$ cat src/rtl/bgm_pkg.sv
`default_nettype none
// ----------------------------------------------------------------------------
// bgm_pkg
// Shared types, widths and helpers for the pixel background model update unit.
// ----------------------------------------------------------------------------
package bgm_pkg;

    localparam int PIXELS      = 16384;
    localparam int ADDR_W      = $clog2(PIXELS);
    localparam int IDX_W       = 14;
    localparam int L_W         = 11;
    localparam int C_W         = 12;
    localparam int CNT_W       = 16;
    localparam int THR_W       = 8;
    localparam int THR_SQ_W    = 24;
    localparam int DIST_W      = 26;
    localparam int CFG_IDX_W   = 1;
    localparam int CFG_DATA_W  = 16;
    localparam int QUEUE_DEPTH = 4;
    localparam int QPTR_W      = $clog2(QUEUE_DEPTH);
    localparam int QCNT_W      = $clog2(QUEUE_DEPTH + 1);

    localparam int THR_RESET   = 25;
    localparam int LIMIT_RESET = 100;

    // input tdata layout
    localparam int IN_TDATA_W = 56;
    localparam int IN_L_LSB   = IDX_W;
    localparam int IN_A_LSB   = IN_L_LSB + L_W;
    localparam int IN_B_LSB   = IN_A_LSB + C_W;

    // output tdata layout
    localparam int OUT_TDATA_W = 56;
    localparam int OUT_CNT_LSB = L_W + 2 * C_W;
    localparam int OUT_CNT_MSB = OUT_CNT_LSB + CNT_W - 1;
    localparam int OUT_PAD_W   = OUT_TDATA_W - (OUT_CNT_MSB + 1);

    typedef enum logic {
        OP_UPDATE = 1'b0,
        OP_LOAD   = 1'b1
    } t_op;

    typedef enum logic [CFG_IDX_W-1:0] {
        CFG_MATCH_THRESHOLD = 1'b0,
        CFG_PROMOTE_LIMIT   = 1'b1
    } t_cfg_idx;

    typedef struct packed {
        logic        [L_W-1:0] l;
        logic signed [C_W-1:0] a;
        logic signed [C_W-1:0] b;
    } t_lab;

    typedef struct packed {
        t_op               op;
        logic [ADDR_W-1:0] addr;
        t_lab              px;
    } t_item;

    typedef struct packed {
        t_lab             bg;
        t_lab             cand;
        logic [CNT_W-1:0] cnt;
    } t_entry;

    typedef struct packed {
        logic [CNT_W-1:0]    promote_limit;
        logic [THR_SQ_W-1:0] thr_sq;
    } t_cfg;

    typedef struct packed {
        logic s2_valid;
        logic hazard;
        logic wr_en;
    } t_back_stat;

    function automatic logic [L_W-1:0] avg_l(logic [L_W-1:0] x, logic [L_W-1:0] y);
        logic [L_W:0] s;
        s = {1'b0, x} + {1'b0, y};
        return s[L_W:1];
    endfunction

    function automatic logic signed [C_W-1:0] avg_c(logic signed [C_W-1:0] x,
                                                    logic signed [C_W-1:0] y);
        logic signed [C_W:0] s;
        s = $signed({x[C_W-1], x}) + $signed({y[C_W-1], y});
        return s[C_W:1];
    endfunction

    function automatic t_lab avg_lab(t_lab p, t_lab q);
        t_lab r;
        r.l = avg_l(p.l, q.l);
        r.a = avg_c(p.a, q.a);
        r.b = avg_c(p.b, q.b);
        return r;
    endfunction

endpackage
`default_nettype wire

$ cat src/rtl/bgm_front.sv
`default_nettype none
// ----------------------------------------------------------------------------
// bgm_front
// Input stage: accepts pixels, decodes the request kind, holds config registers.
// ----------------------------------------------------------------------------
module bgm_front (
    input  wire                               i_clk,
    input  wire                               i_rst_n,
    input  wire                               s_axis_tvalid,
    output logic                              s_axis_tready,
    // pixel_index, pixel_l, pixel_a, pixel_b, zero pad
    input  wire  [bgm_pkg::IN_TDATA_W-1:0]    s_axis_tdata,
    // first_frame
    input  wire  [0:0]                        s_axis_tuser,
    input  wire                               i_cfg_we,
    input  wire  [bgm_pkg::CFG_IDX_W-1:0]     i_cfg_index,
    input  wire  [bgm_pkg::CFG_DATA_W-1:0]    i_cfg_data,
    output logic                              o_item_valid,
    input  wire                               i_item_ready,
    output bgm_pkg::t_item                    o_item,
    output bgm_pkg::t_cfg                     o_cfg
);

    logic                           r_valid;
    bgm_pkg::t_item                 r_item;
    bgm_pkg::t_item                 n_item;
    logic [bgm_pkg::THR_W-1:0]      r_match_threshold;
    logic [bgm_pkg::CNT_W-1:0]      r_promote_limit;
    logic [bgm_pkg::THR_SQ_W-1:0]   r_thr_sq;
    logic [2*bgm_pkg::THR_W-1:0]    w_thr_prod;

    assign s_axis_tready = !r_valid || i_item_ready;

    always_comb begin
        n_item.op   = s_axis_tuser[0] ? bgm_pkg::OP_LOAD : bgm_pkg::OP_UPDATE;
        n_item.addr = s_axis_tdata[bgm_pkg::ADDR_W-1:0];
        n_item.px.l = s_axis_tdata[bgm_pkg::IN_L_LSB +: bgm_pkg::L_W];
        n_item.px.a = s_axis_tdata[bgm_pkg::IN_A_LSB +: bgm_pkg::C_W];
        n_item.px.b = s_axis_tdata[bgm_pkg::IN_B_LSB +: bgm_pkg::C_W];
    end

    always_ff @(posedge i_clk) begin
        if (!i_rst_n) begin
            r_valid <= 1'b0;
        end else if (s_axis_tready) begin
            r_valid <= s_axis_tvalid;
        end
    end

    always_ff @(posedge i_clk) begin
        if (s_axis_tready && s_axis_tvalid) begin
            r_item <= n_item;
        end
    end

    // (thr * 16)^2 = thr^2 << 8
    assign w_thr_prod = r_match_threshold * r_match_threshold;

    always_ff @(posedge i_clk) begin
        if (!i_rst_n) begin
            r_match_threshold <= bgm_pkg::THR_W'(bgm_pkg::THR_RESET);
            r_promote_limit   <= bgm_pkg::CNT_W'(bgm_pkg::LIMIT_RESET);
            r_thr_sq          <= bgm_pkg::THR_SQ_W'(bgm_pkg::THR_RESET * bgm_pkg::THR_RESET * 256);
        end else begin
            r_thr_sq <= {w_thr_prod, 8'd0};
            if (i_cfg_we) begin
                unique case (bgm_pkg::t_cfg_idx'(i_cfg_index))
                    bgm_pkg::CFG_MATCH_THRESHOLD: begin
                        r_match_threshold <= i_cfg_data[bgm_pkg::THR_W-1:0];
                    end
                    bgm_pkg::CFG_PROMOTE_LIMIT: begin
                        r_promote_limit <= i_cfg_data[bgm_pkg::CNT_W-1:0];
                    end
                    default: begin
                    end
                endcase
            end
        end
    end

    assign o_item_valid        = r_valid;
    assign o_item              = r_item;
    assign o_cfg.promote_limit = r_promote_limit;
    assign o_cfg.thr_sq        = r_thr_sq;

endmodule
`default_nettype wire

$ cat config.mk
export PLATFORM = sky130hd
export DESIGN_NAME = bgm_front
export DESIGN_NICKNAME = d
export VERILOG_FILES = /design/src/rtl/bgm_pkg.sv /design/src/rtl/bgm_front.sv
export SDC_FILE = /design/constraint.sdc
export NUM_CORES = 1
export LEC_CHECK = 0
export BUFFER_PORTS_ARGS = -buffer_cell sky130_fd_sc_hd__buf_2
export CAP_MARGIN = 20
export CORE_AREA = 5 5 98 100
export CTS_BUF_LIST = sky130_fd_sc_hd__clkbuf_16
export DETAILED_ROUTE_END_ITERATION = 16
export DIE_AREA = 0 0 103 105
export GPL_ROUTABILITY_DRIVEN = 0
export GPL_TIMING_DRIVEN = 0
export HOLD_SLACK_MARGIN = 0.03
export PLACE_DENSITY = 0.94
export SKIP_LAST_GASP = 1
export SYNTH_ARGS = -nofsm -noshare
export SYNTH_HDL_FRONTEND = slang
export SYNTH_SLANG_ARGS = --single-unit
$ cat constraint.sdc
create_clock -name i_clk -period 8 [get_ports i_clk]
set_clock_uncertainty 0.2 [all_clocks]
set_input_delay 1.6 -clock i_clk [delete_from_list [all_inputs] [get_ports i_clk]]
set_output_delay 1.6 -clock i_clk [all_outputs]
set_load 0.05 [all_outputs]
Word-level counts from Yosys, hierarchy flattened. Index checks and enable logic that the tools add are counted.

Register bits after elaboration: 99. Logic and storage cells: 18. Output and inout port bits: 92.

Reductions and logical operators: 5. Multiply operators: 1. Bitwise gates (word level): 1. Muxes and demuxes: 1.

Operators with widths (number): $mul 8x8->16 (1); $reduce_and 2->1 (2); $logic_and 1x1->1 (1); $logic_not 1->1 (1); $logic_or 1x1->1 (1); $mux 1 (1); $not 1->1 (1).

Longest topological paths before layout.
Depth after elaboration: 3. Depth in mapped cells: 16. Mapped depth without buffers: 16.

Least setup slack after synthesis. OpenSTA, ideal clock, no wires.

Path kind: reg2reg. From: register r_match_threshold[6] in the netlist's numbering. To: register r_thr_sq[19] in the netlist's numbering. Setup time: 0.128 ns. Stages on the path, launching flop included: 15. Buffers on the path: 1. Slack: 3.526 ns. Clock period less this slack: 4.474 ns. Arrival time: 4.146 ns. Path through: dfxtp_1 clkbuf_1 and2_1 fa_1 fa_1 inv_1 fa_1 fa_1 inv_1 ha_1 and3_2 a221o_2 a21bo_2 xnor2_1 nor2_1.

Cells in the longest elaborated chain, start to end: 1.

RTL lines: start: declaration (RTL line bgm_front.sv:27) `logic [bgm_pkg::THR_W-1:0] r_match_threshold;`; start signal: assignment (RTL line bgm_front.sv:61) `r_match_threshold <= bgm_pkg::THR_W'(bgm_pkg::THR_RESET);`; start signal: assignment (RTL line bgm_front.sv:69) `r_match_threshold <= i_cfg_data[bgm_pkg::THR_W-1:0];`; $mul 8x8->16 (RTL line bgm_front.sv:57) `assign w_thr_prod = r_match_threshold * r_match_threshold;`; end signal: assignment (RTL line bgm_front.sv:63) `r_thr_sq <= bgm_pkg::THR_SQ_W'(bgm_pkg::THR_RESET * bgm_pkg::THR_RESET * 256);`; end signal: assignment (RTL line bgm_front.sv:65) `r_thr_sq <= {w_thr_prod, 8'd0};`; end: declaration (RTL line bgm_front.sv:29) `logic [bgm_pkg::THR_SQ_W-1:0] r_thr_sq;`.

No other way between the ends. A chain may end at the register's enable or synchronous reset.

Worst setup path in the final report.
From: register r_match_threshold[6] in the netlist's numbering. To: register r_thr_sq[21] in the netlist's numbering.

The elaborated chain is that of the path after synthesis.

==> reports/metrics.csv <==
stage;metric;value;unit
outcome;status;complete, no violations;
worst_setup_path;crit_type;reg2reg;
final_layout;final_core_util;0.667;
global_route;overflow;0;
yosys;synth-seq-cells;90;
global_route;grt_usage;0.204;
power_and_ir_drop;p_sw_frac;0.340;
yosys;syn-cell-area;0.00448;mm²
yosys;ys.warnings.count;0;
yosys;synth_seq_area_share;0.514;
power_and_ir_drop;clkPwrFrac;0.315;
floorplanning;initial_utilization;0.521;
power_and_ir_drop;power.density;234;mW/mm²
floorplanning;boundaryPins;171;
sta;fmax;0.204;GHz
floorplanning;coreArea;0.00859;mm²
worst_setup_path;cp.required;8.01;ns
worst_setup_path;endpoint_kind;flip-flop;
placed_design;port_buffers;154;
detailed_routing;ant_nets;0;
detailed_routing;routed_wl;11.2;mm
worst_setup_path;cp_num_buf_inv;3;
clock_network;cts_tree;yes;
clock_network;cts_buffer_depth;2;
detailed_routing;via_count;3509;
yosys;synth_edf_count;50;
clock_network;cts_setup_buffers;0;
floorplanning;row_count;34;
floorplanning;fp.dieW;103;µm
power_and_ir_drop;power_frac_seq;0.403;
yosys;async_flop_share;0;
sta;tightest_slew;0.549;ns
worst_setup_path;cp_cell_sequence;clkbuf_1, and2_1, fa_1, fa_1, inv_1, fa_1, fa_1, inv_1, ha_1, and3_2, a221o_2, a21oi_2, xor2_1, nor2_1;
worst_setup_path;start_kind;flip-flop;
yosys;yosysTopAreaCellShare;0.335;
final_layout;drive_gt1_frac;0.318;
yosys;avgSynthCellArea;11.1;µm²
clock_network;cts_root_buf;clkbuf_16;
yosys;syn_inst;403;
final_layout;nets;711;
clock_network;hold_buffers;0;
detailed_routing;dr.pass1.iters;4;
clock_network;clk-insertion-delay-late;0.33;ns
power_and_ir_drop;p_comb_frac;0.282;
final_layout;area_growth_syn_to_layout;28.1;%
floorplanning;die_height;105;µm
power_and_ir_drop;power_leakage;0.00279;µW
placed_design;hpwl;9.00;mm
sta;tns;0;ns
yosys;yosys-top-cells-area;edfxtp_1 (34%), dfxtp_1 (18%), fa_1 (11%), ha_1 (8.4%), nand2_1 (5.6%);
yosys;ys_types;38;
sta;period_share;0.613;
yosys;synth_most_common_cell;nand2_1;
sta;holdWs;0.255;ns
worst_setup_path;cp_slowest_cell;fa_1;
clock_network;cts.sinks;90;
placed_design;placed_cells;674;
clock_network;cts.repair.resized;0;
worst_hold_path;min_path_type;reg2reg;
flow_run;cap_violations;0;
clock_network;htree_levels;3;
yosys;synth_flop_cell;edfxtp_1;
detailed_routing;drc;0;
power_and_ir_drop;ir_worst_vdd;0.131;mV
detailed_routing;wl_per_cell;16.2;µm
sta;drv_slew;0;
yosys;synth_common_cells;nand2_1 (67), edfxtp_1 (50), inv_1 (47);
sta;slew_headroom;0.634;
detailed_routing;vias_per_cell;5.09;
power_and_ir_drop;switchingPower;457;µW
yosys;yosys.area.top_type;edfxtp_1;
global_route;antenna_found_initial;0;
clock_network;cts.clk_slew.worst_paths;0.07;ns
power_and_ir_drop;intPower;887;µW
clock_network;numCtsBuffers;9;
sta;setup_viol;0;
global_route;grt_start_max_net_pins;46;
global_route;grt_pass1_vias;3614;
worst_setup_path;cp.arrival;4.91;ns
sta;hold_viol_final;0;
sta;fin_crit;4.90;ns
global_route;grt_pass1_wl;17.3;mm
worst_setup_path;cp_max_fo;10;
floorplanning;dieArea;0.0108;mm²
detailed_routing;drt_iter0_drc;180;
sta;rsz0062_at_grt;no;
final_layout;n_antenna_cell;0;
worst_setup_path;cp_common_cell;fa_1;
worst_setup_path;max_stage_delay;0.55;ns
final_layout;layout.cells.non_filler;690;
worst_setup_path;critPathTopFamily;adder cells;
cell usage in the layout (no fill, tap or decap), types with 2 or more instances in the layout:
cell type    n
nor2_1      14
edfxtp_1    50
buf_4        9
a21oi_1     29
nand2_1     67
mux2i_1      3
inv_6        2
nor3_1       2
clkbuf_16    9
xnor2_1     10
nand3_1      6
buf_2      154
xor2_1       3
ha_1        30
o21ai_0      3
nand4_1      2
and2_1      21
conb_1       9
clkbuf_1    11
nor2b_1      2
fa_1        25
nand2b_1     7
a21o_1       4
dfxtp_1     40
inv_1       48
registers in the layout, indices dropped and copies added (netlist names):
name and flops:
o_item 50, r_promote_limit 16, r_thr_sq 15, r_match_threshold 8, o_item_valid 1
routing by layer:
| metal | share of wire | track usage | vias to the layer above |
|---|---|---|---|
| li1 | - | - | 1657 |
| met1 | 0.36 | 0.233 | 1656 |
| met3 | 0.095 | 0.0486 | 22 |
| met2 | 0.52 | 0.366 | 174 |
| met5 | 0 | 0 | - |
| met4 | 0.023 | 0.0722 | 0 |
kinds of logic after synthesis:
| logic type | after synthesis | synth area share |
|---|---|---|
| adder cells (fa/ha/maj) | 55 | 0.196 |
| AND/OR/NAND/NOR | 128 | 0.133 |
| flip-flops | 90 | 0.514 |
| other | 1 | 0.000838 |
| XOR/XNOR | 13 | 0.0254 |
| AO/OA/AOI/OAI | 46 | 0.0601 |
| multiplexers | 3 | 0.00671 |
| buffers and inverters | 67 | 0.0637 |
power groups by stage:
stage	clock network, µW	registers (µW)	logic [µW]
finish	424	542	378
floorplan	0	676	160
detailed placement	0	553	378
global route	457	545	411
CTS	430	542	380
global placement	0	551	364
metrics by stage:
step                setup slack (ns)  total power [µW]  instance area, µm²
CTS                             3.10              1350                5730
finish                          3.10              1340                5730
detailed placement              3.13               931                5430
global placement                3.26               916                5410
floorplan                       3.53               836                4510
global route                    2.88              1410                5730
path summary, 6_finish.rpt:
path,from,endpoint,slack [ns],depth (start not counted)
worst max-delay path,r_match_threshold[6]$_SDFFE_PN0P_,r_thr_sq[21]$_SDFF_PN0_,3.10,14
worst min-delay path,r_promote_limit[10]$_SDFFE_PN0P_,r_promote_limit[10]$_SDFFE_PN0P_,0.26,2
worst max register to register,r_match_threshold[6]$_SDFFE_PN0P_,r_thr_sq[21]$_SDFF_PN0_,3.10,14
worst min register to register,r_promote_limit[10]$_SDFFE_PN0P_,r_promote_limit[10]$_SDFFE_PN0P_,0.26,2
worst register-to-register path, stage by stage, from the launching register on:
cell      delay, ns
dfxtp_1        0.32
clkbuf_1       0.35
and2_1         0.28
fa_1           0.48
fa_1           0.54
inv_1          0.06
fa_1           0.52
fa_1           0.55
inv_1          0.04
ha_1           0.35
and3_2         0.24
a221o_2        0.41
a21oi_2        0.21
xor2_1         0.17
nor2_1         0.05
final cells by class:
type,instances,area [µm²]
inverters,47,176
plain buffers,20,109
clock inverters,7,73.8
multi-input cells,254,1920
flip-flops and latches,90,2300
clock buffers,9,225
repair buffers,155,791
well taps,108,135
fillers,652,2860
Power figures use the tool's default switching activity.
