## src/rtl/bgm_pkg.sv

```systemverilog
`default_nettype none
// ----------------------------------------------------------------------------
// bgm_pkg
// Shared types, widths and helpers for the pixel background model update unit.
// ----------------------------------------------------------------------------
package bgm_pkg;

    localparam int PIXELS      = 16384;
    localparam int ADDR_W      = $clog2(PIXELS);
    localparam int IDX_W       = 14;
    localparam int L_W         = 11;
    localparam int C_W         = 12;
    localparam int CNT_W       = 16;
    localparam int THR_W       = 8;
    localparam int THR_SQ_W    = 24;
    localparam int DIST_W      = 26;
    localparam int CFG_IDX_W   = 1;
    localparam int CFG_DATA_W  = 16;
    localparam int QUEUE_DEPTH = 4;
    localparam int QPTR_W      = $clog2(QUEUE_DEPTH);
    localparam int QCNT_W      = $clog2(QUEUE_DEPTH + 1);

    localparam int THR_RESET   = 25;
    localparam int LIMIT_RESET = 100;

    // input tdata layout
    localparam int IN_TDATA_W = 56;
    localparam int IN_L_LSB   = IDX_W;
    localparam int IN_A_LSB   = IN_L_LSB + L_W;
    localparam int IN_B_LSB   = IN_A_LSB + C_W;

    // output tdata layout
    localparam int OUT_TDATA_W = 56;
    localparam int OUT_CNT_LSB = L_W + 2 * C_W;
    localparam int OUT_CNT_MSB = OUT_CNT_LSB + CNT_W - 1;
    localparam int OUT_PAD_W   = OUT_TDATA_W - (OUT_CNT_MSB + 1);

    typedef enum logic {
        OP_UPDATE = 1'b0,
        OP_LOAD   = 1'b1
    } t_op;

    typedef enum logic [CFG_IDX_W-1:0] {
        CFG_MATCH_THRESHOLD = 1'b0,
        CFG_PROMOTE_LIMIT   = 1'b1
    } t_cfg_idx;

    typedef struct packed {
        logic        [L_W-1:0] l;
        logic signed [C_W-1:0] a;
        logic signed [C_W-1:0] b;
    } t_lab;

    typedef struct packed {
        t_op               op;
        logic [ADDR_W-1:0] addr;
        t_lab              px;
    } t_item;

    typedef struct packed {
        t_lab             bg;
        t_lab             cand;
        logic [CNT_W-1:0] cnt;
    } t_entry;

    typedef struct packed {
        logic [CNT_W-1:0]    promote_limit;
        logic [THR_SQ_W-1:0] thr_sq;
    } t_cfg;

    typedef struct packed {
        logic s2_valid;
        logic hazard;
        logic wr_en;
    } t_back_stat;

    function automatic logic [L_W-1:0] avg_l(logic [L_W-1:0] x, logic [L_W-1:0] y);
        logic [L_W:0] s;
        s = {1'b0, x} + {1'b0, y};
        return s[L_W:1];
    endfunction

    function automatic logic signed [C_W-1:0] avg_c(logic signed [C_W-1:0] x,
                                                    logic signed [C_W-1:0] y);
        logic signed [C_W:0] s;
        s = $signed({x[C_W-1], x}) + $signed({y[C_W-1], y});
        return s[C_W:1];
    endfunction

    function automatic t_lab avg_lab(t_lab p, t_lab q);
        t_lab r;
        r.l = avg_l(p.l, q.l);
        r.a = avg_c(p.a, q.a);
        r.b = avg_c(p.b, q.b);
        return r;
    endfunction

endpackage
`default_nettype wire

```

## src/rtl/bgm_queue.sv

```systemverilog
`default_nettype none
// ----------------------------------------------------------------------------
// bgm_queue
// Small request queue between front and back ends.
// ----------------------------------------------------------------------------
module bgm_queue (
    input  wire             i_clk,
    input  wire             i_rst_n,
    input  wire             i_push_valid,
    output logic            o_push_ready,
    input  bgm_pkg::t_item  i_push_item,
    output logic            o_pop_valid,
    input  wire             i_pop_ready,
    output bgm_pkg::t_item  o_pop_item
);

    bgm_pkg::t_item                 r_slot [bgm_pkg::QUEUE_DEPTH];
    logic [bgm_pkg::QPTR_W-1:0]     r_wr_ptr;
    logic [bgm_pkg::QPTR_W-1:0]     r_rd_ptr;
    logic [bgm_pkg::QCNT_W-1:0]     r_count;
    logic                           w_push;
    logic                           w_pop;

    assign o_push_ready = r_count != bgm_pkg::QCNT_W'(bgm_pkg::QUEUE_DEPTH);
    assign o_pop_valid  = r_count != '0;
    assign o_pop_item   = r_slot[r_rd_ptr];
    assign w_push       = i_push_valid && o_push_ready;
    assign w_pop        = o_pop_valid && i_pop_ready;

    function automatic logic [bgm_pkg::QPTR_W-1:0] ptr_next(logic [bgm_pkg::QPTR_W-1:0] p);
        return (p == bgm_pkg::QPTR_W'(bgm_pkg::QUEUE_DEPTH - 1)) ? '0 : p + 1'b1;
    endfunction

    always_ff @(posedge i_clk) begin
        if (!i_rst_n) begin
            r_wr_ptr <= '0;
            r_rd_ptr <= '0;
            r_count  <= '0;
        end else begin
            if (w_push) begin
                r_wr_ptr <= ptr_next(r_wr_ptr);
            end
            if (w_pop) begin
                r_rd_ptr <= ptr_next(r_rd_ptr);
            end
            if (w_push && !w_pop) begin
                r_count <= r_count + 1'b1;
            end else if (w_pop && !w_push) begin
                r_count <= r_count - 1'b1;
            end
        end
    end

    always_ff @(posedge i_clk) begin
        if (w_push) begin
            r_slot[r_wr_ptr] <= i_push_item;
        end
    end

endmodule
`default_nettype wire

```

## config.mk

```make
export PLATFORM = sky130hd
export DESIGN_NAME = bgm_queue
export DESIGN_NICKNAME = d
export VERILOG_FILES = /design/src/rtl/bgm_pkg.sv /design/src/rtl/bgm_queue.sv
export SDC_FILE = /design/constraint.sdc
export NUM_CORES = 1
export LEC_CHECK = 0
export BUFFER_PORTS_ARGS = -buffer_cell sky130_fd_sc_hd__buf_2
export CORE_MARGIN = 2
export CORE_UTILIZATION = 60
export CTS_CLUSTER_SIZE = 24
export DETAILED_ROUTE_END_ITERATION = 16
export PLACE_DENSITY = 0.83
export SYNTH_ARGS = -nofsm -noshare
export SYNTH_HDL_FRONTEND = slang
export SYNTH_SLANG_ARGS = --single-unit
```

## constraint.sdc

```tcl
create_clock -name i_clk -period 5.8 [get_ports i_clk]
set_clock_uncertainty 0.1 [all_clocks]
set_input_delay 0 -clock i_clk [delete_from_list [all_inputs] [get_ports i_clk]]
set_output_delay 0 -clock i_clk [all_outputs]
set_load 0.02 [all_outputs]
```

; ---- Word level (Yosys, flattened, before mapping)
; Memory sizes are Yosys's and may differ from the RTL's. A register that Yosys moved wholly into a read port is not among the register bits.
; Index checks and enable logic that the tools add are counted.
[word_totals]
ff_bits = 7
ramBits = 200
input_bits = 54
output_inout_bits = 52
wordCells = 27
mem_count = 1
[classes]
addsub = 4
n_eq_ne = 3
mux = 8
reduce_logical = 8
[memory_table]
columns = name, words, width, read_ports, rd_ports_with_merged_regs, write_ports, line
row1 = r_slot, 4, 50, 1, 1, 1, bgm_queue.sv:17  ; bgm_pkg::t_item r_slot [bgm_pkg::QUEUE_DEPTH];
[op_table]
columns = operator, n
row1 = two-way mux 2 bit, 4
row2 = two-way mux 3 bit, 2
row3 = adder 2 x 1 -> 2 bit (second input constant), 2
row4 = == test 2 bit (second input constant), 2
row5 = logical AND 1 bit, 4
row6 = adder 3 x 1 -> 3 bit (second input constant), 1
row7 = inequality test 3 bit (second input constant), 1
row8 = nonzero test 3 bit, 1
row9 = subtractor 3 x 1 -> 3 bit (second input constant), 1
row10 = logical NOT 1 bit, 2
row11 = two-way mux 1 bit, 2
row12 = nonzero test 2 bit, 1

; ---- Longest topological paths before layout
; Gate-level depths: netlist of the first run.
[logic_depth]
word_depth = 6
ltp_mapped = 9

; ---- Worst setup path before layout of the first run
; No wires, ideal clock.
[synth_timing]
path_kind = register to register
start = reg r_count[0] (netlist name)
end = reg r_count[2] (netlist name)
arrival_ns = 2.128
slack_ns = 3.496
stages_incl_launch_ff = 8
path_buffers = 0
path_cell_list = dfxtp_1 o31ai_1 ha_1 inv_1 fa_1 xor2_1 or3_2 a21boi_0
[synth_via]
elab_chain_cells = 5
[synth_rtl]
columns = element, line
row1 = "start, declared", bgm_queue.sv:20  ; logic [bgm_pkg::QCNT_W-1:0] r_count;
row2 = "start signal, assigned", bgm_queue.sv:47  ; r_count <= r_count + 1'b1;
row3 = "start signal, assigned", bgm_queue.sv:49  ; r_count <= r_count - 1'b1;
row4 = branches (longest 5 deep; another with subtractor 3 x 1 -> 3 bit), --
; Several ways; the timed one is not identified. The select of a mux whose other input is x is not followed.
; A chain may end at the register's enable or synchronous reset.

; ---- Final worst setup path of the first run
; Same ends and word-level chain as after synthesis.

==> flow_metrics.py, run 1 <==
metrics = {
    "floorplanning": {
        "die_w_microns": 117,
        "dieHeight_microns": 117,
        "placementRows": 41,
        "ioPinCount": 106,
        "initial_utilization_pct": 61.2,
        "design.die.area_sq_mm": 0.0137,
        "core_sq_mm": 0.0126,
    },
    "sta": {
        "timing_worst_slew_pin_value_ns": 0.988,
        "slew-limit-headroom_pct": 34.1,
        "final_min_period_over_clock_period_pct": 44.3,
        "finalCriticalPeriod_ns": 2.57,
        "final_max_slew_viol_count": 0,
        "report.final.hold_viol_count": 0,
        "setup_viol_count_final": 0,
        "timing.fmax_ghz": 0.389,
        "final.setup.tns_ns": 0,
        "grt_setup_unrepaired": "false",
    },
    "synthesis": {
        "synthTopCellsByArea": "edfxtp_1, mux4_2, dfxtp_1",
        "synthesis.yosys.warnings": 0,
        "ys_seq_elements": 209,
        "yosys.area.top_type": "edfxtp_1",
        "synth.yosys.seq_area_share_pct": 80.5,
        "synth.avg_cell_area_sq_um": 24.6,
        "synth_fp_nets": 374,
        "synthCells": 313,
        "synth_edf_count": 200,
        "postSynth.topFlopCell": "edfxtp_1",
        "synth_top_cell_area_share_pct": 78.1,
        "synth_area_sq_mm": 0.00769,
        "synth.lib_cells_used.distinct": 26,
        "postSynth.asyncResetShare_pct": 0,
    },
    "setup_path": {
        "timing.critical_path.arrival_ns": 2.87,
        "worst_setup_path_end_kind": "flip-flop",
        "timing.critical_path.fanout_max": 5,
        "worstPathRequired_ns": 6.10,
        "critical_path_class": "flip-flop to flip-flop",
        "type_of_element_launching_the_critical_path": "flip-flop",
    },
    "route": {
        "route.detailed.wl_per_inst_microns": 20.4,
        "drt_iter0_drc": 278,
        "route.vias.total": 3754,
        "detail_route.vias_per_cell": 5.61,
        "drtPass1Iterations": 4,
        "drc_viols": 0,
        "wirelength_microns": 13700,
        "postRouteAntennaNets": 0,
    },
    "clock_network": {
        "number_of_clock_sinks_seen_by_cts": 209,
        "cts-buffers-inserted": 20,
        "clk_pin_slew_worst_paths_ns": 0.06,
        "post_cts_setup_bufs": 0,
        "cts_hold_repair.buffers": 55,
        "cts-root-buf": "clkbuf_16",
        "clk-insertion-delay-late_ns": 0.47,
        "htree_num_levels": 1,
        "post_cts_gate_resize_count": 0,
        "tritoncts_clock_tree": "yes",
        "cts_max_path_buffers": 3,
    },
    "global_route": {
        "initial_antenna_violation_count": 0,
        "grt_max_degree": 51,
        "vias_in_the_first_global_route": 3802,
        "grt_first_pass_wirelength_microns": 20400,
        "global_route.overflow_total": 0,
        "globalRouteTotalUtil_pct": 20.1,
    },
    "power": {
        "share_comb_of_total_power_pct": 22.5,
        "power.clock.fraction_pct": 28.5,
        "swShare_pct": 27.5,
        "power-per-cell-area_mw_per_mm2": 421,
        "p_switching_mw": 1.10,
        "ir_worst_vdd_mv": 0.291,
        "power.internal_mw": 2.91,
        "p_seq_share_pct": 49.0,
        "p_leak_nw": 3.26,
    },
    "place": {
        "gp_routability_congestion": 0.769,
        "dpl.hpwl_microns": 7770,
        "place.port_buffers": 105,
    },
    "cells_and_area": {
        "finish.net_count": 547,
        "synthToLayoutAreaGrowth_pct": 23.8,
        "post_route_cells_drive_above_1_share_pct": 38.4,
        "n_antenna_cell": 0,
        "final_util_pct": 75.7,
        "most_common_cell_after_layout_fill_and_taps_aside": "edfxtp_1",
        "mostFrequentLayoutCells": "edfxtp_1, buf_2, dlygate4sd3_1",
    },
    "run": {
        "max_cap_violations": 0,
    },
    "worst_hold_path": {
        "min_path_type": "input pin to flip-flop",
    },
    "status": {
        "status": "completed",
    },
}
==> cells by family (layout without fill, tap and decap cells) <==
logic type / Yosys count / in the layout / synth area share, %
fa+ha+maj: 7 / 7 / 1.24
mux: 52 / 52 / 14.9
compound gates: 6 / 6 / 0.456
xor+xnor: 2 / 2 / 0.228
buf+inv: 17 / 201 / 1.17
flops: 209 / 209 / 80.5
simple gates: 20 / 20 / 1.53
==> layer usage <==
metal,global-route usage (%),routed length [microns]
met1,27.3,5540
met2,33.6,6910
met3,4.12,868
met4,5.96,349
met5,0,0
==> Yosys cell counts, drive strengths merged (2+ instances only) <==
library cell,count
inv,3
nor2,2
edfxtp,200
and2,2
or3,2
ha,6
dfxtp,9
o21ai,4
clkbuf,8
nand3,2
mux4,50
buf,6
nand2,5
and3,4
mux2i,2
==> final cells by class <==
| class | instances | area [sq um] |
|---|---|---|
| clock buffer | 26 | 544 |
| timing repair buffer | 165 | 1110 |
| sequential | 209 | 6190 |
| multi-input combinational | 87 | 1410 |
| tap | 172 | 215 |
| fill | 658 | 3050 |
| inverter | 3 | 11.3 |
| clock inverter | 7 | 27.5 |
==> flip-flops by register name, summed over array words and instances (netlist names), named ones only <==
signal / flops
r_wr_ptr: 2
r_rd_ptr: 2
r_count: 3
r_slot: 200
==> critical path, cell delays in order, from the launching register on <==
cell and delay (ns):
dfxtp_1 0.36, o31ai_1 0.54, ha_1 0.30, inv_1 0.07, fa_1 0.38, xor2_1 0.18, or3_2 0.40, a21boi_0 0.16
==> power by group through the flow <==
| stage | clock network [mW] | registers [mW] | logic (mW) |
|---|---|---|---|
| floorplan | 0 | 1.90 | 0.696 |
| global placement | 0 | 1.99 | 0.858 |
| detailed placement | 0 | 2.00 | 0.868 |
| CTS | 1.16 | 1.97 | 0.909 |
| global route | 1.22 | 1.99 | 0.962 |
| finish | 1.14 | 1.96 | 0.902 |
==> final timing paths <==
check | start | end | slack [ns] | depth (start not counted)
setup / recovery | r_count[0] | r_count[2] | 3.23 | 7
hold / removal | i_push_item[44] | r_slot[3][44] | 0.17 | 2
setup reg to reg | r_count[0] | r_count[2] | 3.23 | 7
hold reg to reg | r_wr_ptr[1] | r_wr_ptr[1] | 0.42 | 2
==> per-stage QoR <==
stage,total power [mW],hold slack [ns],cell area [sq um],cells,setup slack (ns)
6_report,4.01,0.169,9510,669,3.23
5_1_grt,4.18,0.176,9510,669,3.05
3_3_place_gp,2.85,0.111,8390,581,3.41
2_1_floorplan,2.59,-0.00113,7690,313,3.50
3_5_place_dp,2.87,0.116,8390,581,3.24
4_1_cts,4.04,0.161,9510,669,3.23
Note: power is estimated with default switching activity, not from simulation.
==> run 2, diff against run 1 <==
Settings changed: ABC_AREA set to 1, CORE_UTILIZATION 60 to 57, PLACE_DENSITY 0.83 to 0.79.
Clock period 5.8 ns to 2.55 ns, I/O delays scaled along.
==> run 2 against run 1 <==
  * Via count is 35% higher
  * Sequential cell count unchanged
  * Global-route usage rose by 1.8 points
  * Die area grew 9.8%
  * Synthesized cell count rose by 77%
  * Combinational power grew to 3.3 times the previous value
  * Sequential share of layout area shrank 2.6 points
  * Cell area rose by 4.2%
  * Critical path depth up 1
  * Critical endpoint is now r_wr_ptr[0]
==> flow_metrics.py, run 2 <==
metrics = {
    "power": {
        "ir_worst_vdd_mv": 0.705,
        "power-per-cell-area_mw_per_mm2": 1070,
        "report.power.total_mw": 10.7,
        "p_leak_nw": 3.58,
    },
    "clock_network": {
        "cts-root-buf": "clkbuf_16",
        "number_of_clock_sinks_seen_by_cts": 209,
        "clk_pin_slew_worst_paths_ns": 0.06,
        "cts-buffers-inserted": 21,
        "post_cts_gate_resize_count": 0,
        "cts_max_path_buffers": 3,
        "tritoncts_clock_tree": "yes",
        "clk-insertion-delay-late_ns": 0.49,
        "htree_num_levels": 1,
    },
    "synthesis": {
        "synth_most_common_cell": "edfxtp_1",
        "ys_seq_elements": 209,
        "yosys.area.top_type": "edfxtp_1",
        "synth_adder_area_share_pct": 1.18,
        "synth.lib_cells_used.distinct": 23,
        "synthCells": 553,
        "synth.avg_cell_area_sq_um": 14.5,
        "postSynth.topFlopCell": "edfxtp_1",
        "synthMuxAreaShare_pct": 0,
        "synth_edf_count": 200,
        "synthesized_area_fraction_occupied_by_ao_oa_aoi_and_oai_cells_pct": 10.4,
        "synthSimpleGateAreaFrac_pct": 6.46,
        "dominant_combinational_cell_family_by_area_after_synthesis": "compound AO/OA/AOI/OAI gates",
        "synthTopCellsByArea": "edfxtp_1, nor2_1, o22ai_1",
        "synth_xor_xnor_area_share_pct": 0,
        "postSynth.asyncResetShare_pct": 0,
        "yosys-top-cells-count": "edfxtp_1, nor2_1, o21ai_1",
        "synth_top_cell_area_share_pct": 74.7,
        "synth.yosys.seq_area_share_pct": 76.9,
        "synthesis.yosys.warnings": 0,
        "synth_fp_nets": 614,
        "synth_area_sq_mm": 0.00804,
    },
    "global_route": {
        "globalRouteTotalUtil_pct": 21.9,
        "grt_max_degree": 101,
        "global_route.overflow_total": 0,
        "grt_first_pass_wirelength_microns": 25200,
        "vias_in_the_first_global_route": 5128,
        "initial_antenna_violation_count": 0,
    },
    "sta": {
        "final_max_slew_viol_count": 0,
        "setup_viol_count_final": 0,
        "report.final.hold_viol_count": 0,
        "slew-limit-headroom_pct": 58.4,
        "finalCriticalPeriod_ns": 2.34,
        "timing_worst_slew_pin_value_ns": 0.624,
        "final_min_period_over_clock_period_pct": 91.7,
        "timing.fmax_ghz": 0.428,
        "grt_setup_unrepaired": "false",
        "timing.hold.ws_ns": 0.163,
    },
    "cells_and_area": {
        "most_common_cell_after_layout_fill_and_taps_aside": "edfxtp_1",
        "final_util_pct": 71.7,
        "multiInputGateArea_sq_mm": 0.00148,
        "n_antenna_cell": 0,
        "register_with_the_highest_flop_count": "r_slot",
        "post_route_cells_drive_above_1_share_pct": 21.8,
        "biggestRegsByFlops": "r_slot x200, r_count x3",
        "largest_reg_flops": 200,
        "layout.cells.non_filler": 911,
        "post-route-cell-area_sq_mm": 0.00992,
        "finish.net_count": 777,
        "mostFrequentLayoutCells": "edfxtp_1, nor2_1, buf_2",
        "final.fill_count": 863,
        "register_area_sq_mm": 0.00619,
        "synthToLayoutAreaGrowth_pct": 23.3,
    },
    "route": {
        "highest-signal-layer": "met4",
        "route.vias.total": 5065,
        "postRouteAntennaNets": 0,
        "met3_wirelength_microns": 942,
        "wirelength_microns": 16400,
        "wire_length_on_met1_microns": 6890,
        "drc_viols": 0,
        "route.detailed.wl_per_inst_microns": 18.0,
        "routed-wl-met2_microns": 8340,
        "drtPass1Iterations": 5,
        "drt_iter0_drc": 521,
        "detail_route.vias_per_cell": 5.56,
    },
    "setup_path": {
        "worst_setup_path_end_kind": "flip-flop",
        "timing.critical_path.fanout_max": 7,
        "worst_stage_delay_on_the_critical_path_ns": 0.54,
        "timing.critical_path.arrival_ns": 2.62,
        "cell_by_cell_listing_of_the_critical_path": "nor2_1 -> nand2_1 -> nand2_2 -> nand2_1 -> nand2_1 -> dlygate4sd3_1 -> nor2_1 -> dlygate4sd3_1",
        "worstPathRequired_ns": 2.83,
        "worst_path_max_delay_cell": "dlygate4sd3_1",
        "critical_path_class": "flip-flop to flip-flop",
        "worst_path_most_repeated_cell": "nand2_1",
        "type_of_element_launching_the_critical_path": "flip-flop",
    },
    "status": {
        "status": "completed",
    },
    "floorplanning": {
        "dieHeight_microns": 123,
        "initial_utilization_pct": 58.2,
        "die_w_microns": 123,
        "placementRows": 43,
        "core_sq_mm": 0.0138,
        "ioPinCount": 106,
        "design.die.area_sq_mm": 0.0151,
    },
    "place": {
        "placement.cell_area_sq_mm": 0.00862,
        "place_inst": 818,
        "place.port_buffers": 105,
        "dpl.hpwl_microns": 9380,
        "gp_routability_congestion": 0.732,
    },
    "run": {
        "max_cap_violations": 0,
    },
    "worst_hold_path": {
        "min_path_type": "input pin to flip-flop",
    },
}
-- run 2: cell families (layout without fill, tap and decap cells) --
group | Yosys count | in the layout
AND/OR/NAND/NOR | 135 | 135
AO/OA/AOI/OAI | 154 | 154
adder cells (fa/ha/maj) | 7 | 7
flip-flops | 209 | 209
buffers and inverters | 48 | 226
-- run 2: layout make-up --
cell class              instances  area share (%)
flip-flops and latches        209            62.4
clock buffers                  24            5.51
multi-input cells             296            14.9
well taps                     180            2.27
clock inverters                14            2.04
inverters                      17           0.770
repair buffers                171            12.1
-- run 2: through the flow --
stage                     setup TNS, ns  setup WS [ns]
final                                 0          0.211
after global routing                  0         0.0253
after CTS                             0          0.215
after detailed placement              0          0.374
after global placement                0          0.561
after floorplan                  -19.33        -0.0966
-- run 2: where the power goes --
group	switching (mW)	leakage [nW]	internal (mW)
clock	1.19	0.356	2.05
combinational	2.07	1.31	0.955
sequential	0.197	1.91	4.19
-- run 2: worst max-delay path, delay by kind of cell (launching register included) --
kind | cells | cell delay, ns
and+or+nand+nor | 6 | 0.71
buffers and inverters | 2 | 1.08
DFF | 1 | 0.34
-- run 2: worst paths after layout --
path	startpoint	end	slack [ns]	depth (start not counted)
max	r_count[1]	r_wr_ptr[0]	0.21	8
min	i_push_item[39]	r_slot[0][39]	0.16	2
max reg2reg	r_count[1]	r_wr_ptr[0]	0.21	8
min reg2reg	r_count[0]	r_count[0]	0.42	2
-- run 2: what timing repair did --
action,4_1_cts,5_1_grt
buffers inserted,0,0
hold buffers,55,0
hold endpoints to repair,209,0
-- run 2: per-layer routing --
layer  global-route usage, %  vias up
li1                        -     2387
met1                    28.2     2508
met2                    37.6      152
met3                    4.28       18
met4                    7.04        0
met5                       0        -
==> run 3, diff against run 2 <==
Settings changed: CTS_CLUSTER_DIAMETER set to 120.
Clock period 2.55 ns to 2.2 ns, I/O delays scaled along.
==> run 3 against run 2 <==
  * Sequential power is 14% higher
  * Die area is the same
  * Clock-buffer cell count down 5
  * Sequential share of layout area grew 2.3 points
  * Cell area decreased by 3.5%
  * Critical path type is now flip-flop to primary output
  * Critical endpoint is now o_pop_item[44]
==> flow_metrics.py, run 3 (synthesis gave the netlist of run 2 again) <==
metrics = {
    "sta": {
        "final_min_period_over_clock_period_pct": 94.2,
        "timing.hold.ws_ns": 0.187,
        "report.final.hold_viol_count": 0,
        "final_max_slew_viol_count": 0,
        "final.setup.tns_ns": 0,
        "slew-limit-headroom_pct": 64.4,
        "setup_viol_count_final": 0,
        "postLayoutSetupSlackWorst_ns": 0.128,
        "grt_setup_unrepaired": "false",
        "timing.fmax_ghz": 0.483,
        "timing_worst_slew_pin_value_ns": 0.534,
        "finalCriticalPeriod_ns": 2.07,
    },
    "floorplanning": {
        "design.die.area_sq_mm": 0.0151,
        "core_sq_mm": 0.0138,
        "die_w_microns": 123,
        "dieHeight_microns": 123,
        "placementRows": 43,
        "ioPinCount": 106,
        "initial_utilization_pct": 58.2,
    },
    "route": {
        "drc_viols": 0,
        "wirelength_microns": 16300,
        "detail_route.vias_per_cell": 5.63,
        "postRouteAntennaNets": 0,
        "drt_iter0_drc": 457,
        "drtPass1Iterations": 5,
        "route.vias.total": 5032,
        "route.detailed.wl_per_inst_microns": 18.3,
    },
    "cells_and_area": {
        "finish.net_count": 769,
        "post-route-cell-area_sq_mm": 0.00957,
        "register_with_the_highest_flop_count": "r_slot",
        "mostFrequentLayoutCells": "edfxtp_1, nor2_1, buf_2",
        "post_route_cells_drive_above_1_share_pct": 19.9,
        "final.fill_count": 904,
        "n_antenna_cell": 0,
        "biggestRegsByFlops": "r_slot x200, r_count x3",
        "most_common_cell_after_layout_fill_and_taps_aside": "edfxtp_1",
        "synthToLayoutAreaGrowth_pct": 19.0,
        "largest_reg_flops": 200,
    },
    "place": {
        "placement.cell_area_sq_mm": 0.00866,
        "gp_routability_congestion": 0.817,
        "dpl.hpwl_microns": 8880,
        "place.port_buffers": 105,
        "post-place-ws_ns": 0.256,
    },
    "run": {
        "max_cap_violations": 0,
    },
    "clock_network": {
        "tritoncts_clock_tree": "yes",
        "post_cts_gate_resize_count": 0,
        "cts-root-buf": "clkbuf_16",
        "cts_max_path_buffers": 3,
        "clk-insertion-delay-late_ns": 0.45,
        "htree_num_levels": 1,
        "clk_pin_slew_worst_paths_ns": 0.09,
        "cts-buffers-inserted": 12,
        "number_of_clock_sinks_seen_by_cts": 209,
    },
    "global_route": {
        "initial_antenna_violation_count": 0,
        "global_route.usage.met1_pct": 29.7,
        "grt_max_degree": 101,
        "use_met3_pct": 3.72,
        "global_route_layer_with_the_greatest_usage": "met2",
        "globalRouteTotalUtil_pct": 21.6,
        "met2_usage_pct": 36.2,
        "vias_in_the_first_global_route": 4947,
        "grt_first_pass_wirelength_microns": 25000,
        "global_route.overflow_total": 0,
    },
    "power": {
        "p_leak_nw": 3.41,
        "power-per-cell-area_mw_per_mm2": 1140,
        "power.clock.fraction_pct": 20.9,
        "swShare_pct": 34.9,
        "share_comb_of_total_power_pct": 33.1,
        "p_switching_mw": 3.80,
        "ir_worst_vdd_mv": 0.853,
        "power.internal_mw": 7.11,
        "p_seq_share_pct": 46.0,
    },
    "setup_path": {
        "worstPathRequired_ns": 2.10,
        "timing.critical_path.arrival_ns": 1.97,
        "type_of_element_launching_the_critical_path": "flip-flop",
        "timing.critical_path.fanout_max": 50,
        "critical_path_class": "flip-flop to primary output",
        "critical_path.reg2reg.startpoint": "r_count[1]",
        "worst_setup_path_end_kind": "primary output",
    },
    "worst_hold_path": {
        "min_path_type": "input pin to flip-flop",
        "holdCritStartpoint": "i_push_item[2]",
    },
    "status": {
        "status": "completed",
    },
}
run 3: power by group through the flow:
stage | clock network [mW] | registers [mW] | logic [mW]
after floorplan | 0 | 5.05 | 2.56
after global placement | 0 | 5.10 | 3.36
after detailed placement | 0 | 5.12 | 3.46
after CTS | 2.29 | 5.03 | 3.56
after global routing | 2.43 | 5.06 | 3.93
final | 2.28 | 5.02 | 3.61
run 3: worst paths after layout:
kind	to	slack, ns	depth (start not counted)
max	o_pop_item[44]	0.13	4
min	r_slot[3][2]	0.19	2
max reg2reg	r_count[2]	0.21	12
min reg2reg	flip-flop	0.44	4
run 3: critical path, cell delays in order (launching register included):
cell	delay, ns
dfxtp_2	0.34
buf_4	0.46
o21ai_0	0.20
o22ai_1	0.29
buf_2	0.22
run 3: stage by stage:
stage / std cells / utilization (%) / power [mW]
4_1_cts: 893 / 69.1 / 10.9
3_3_place_gp: 819 / 62.6 / 8.46
2_1_floorplan: 553 / - / 7.60
5_1_grt: 894 / 69.2 / 11.4
6_report: 894 / 69.2 / 10.9
3_5_place_dp: 819 / 62.6 / 8.58
run 3: final cells by class:
type	count	area, sq um	area share (%)
inverter	17	76.3	0.798
timing repair buffer	172	1240	13.0
clock buffer	19	348	3.63
multi-input combinational	296	1480	15.4
sequential	209	6190	64.7
clock inverter	1	8.76	0.0915
tap	180	225	2.35
run 3: routing by layer:
layer	vias to the layer above	share of wire, %
met4	0	1.4
met5	-	0
met3	26	6.2
met2	182	49
met1	2472	43
li1	2352	-
run 3: repair_timing:
| item | in CTS | in global routing |
|---|---|---|
| endpoints found under the hold margin | 209 | 0 |
| buffers inserted | 0 | 1 |
| hold buffers | 54 | 0 |
| endpoints found under the setup margin | 0 | 5 |
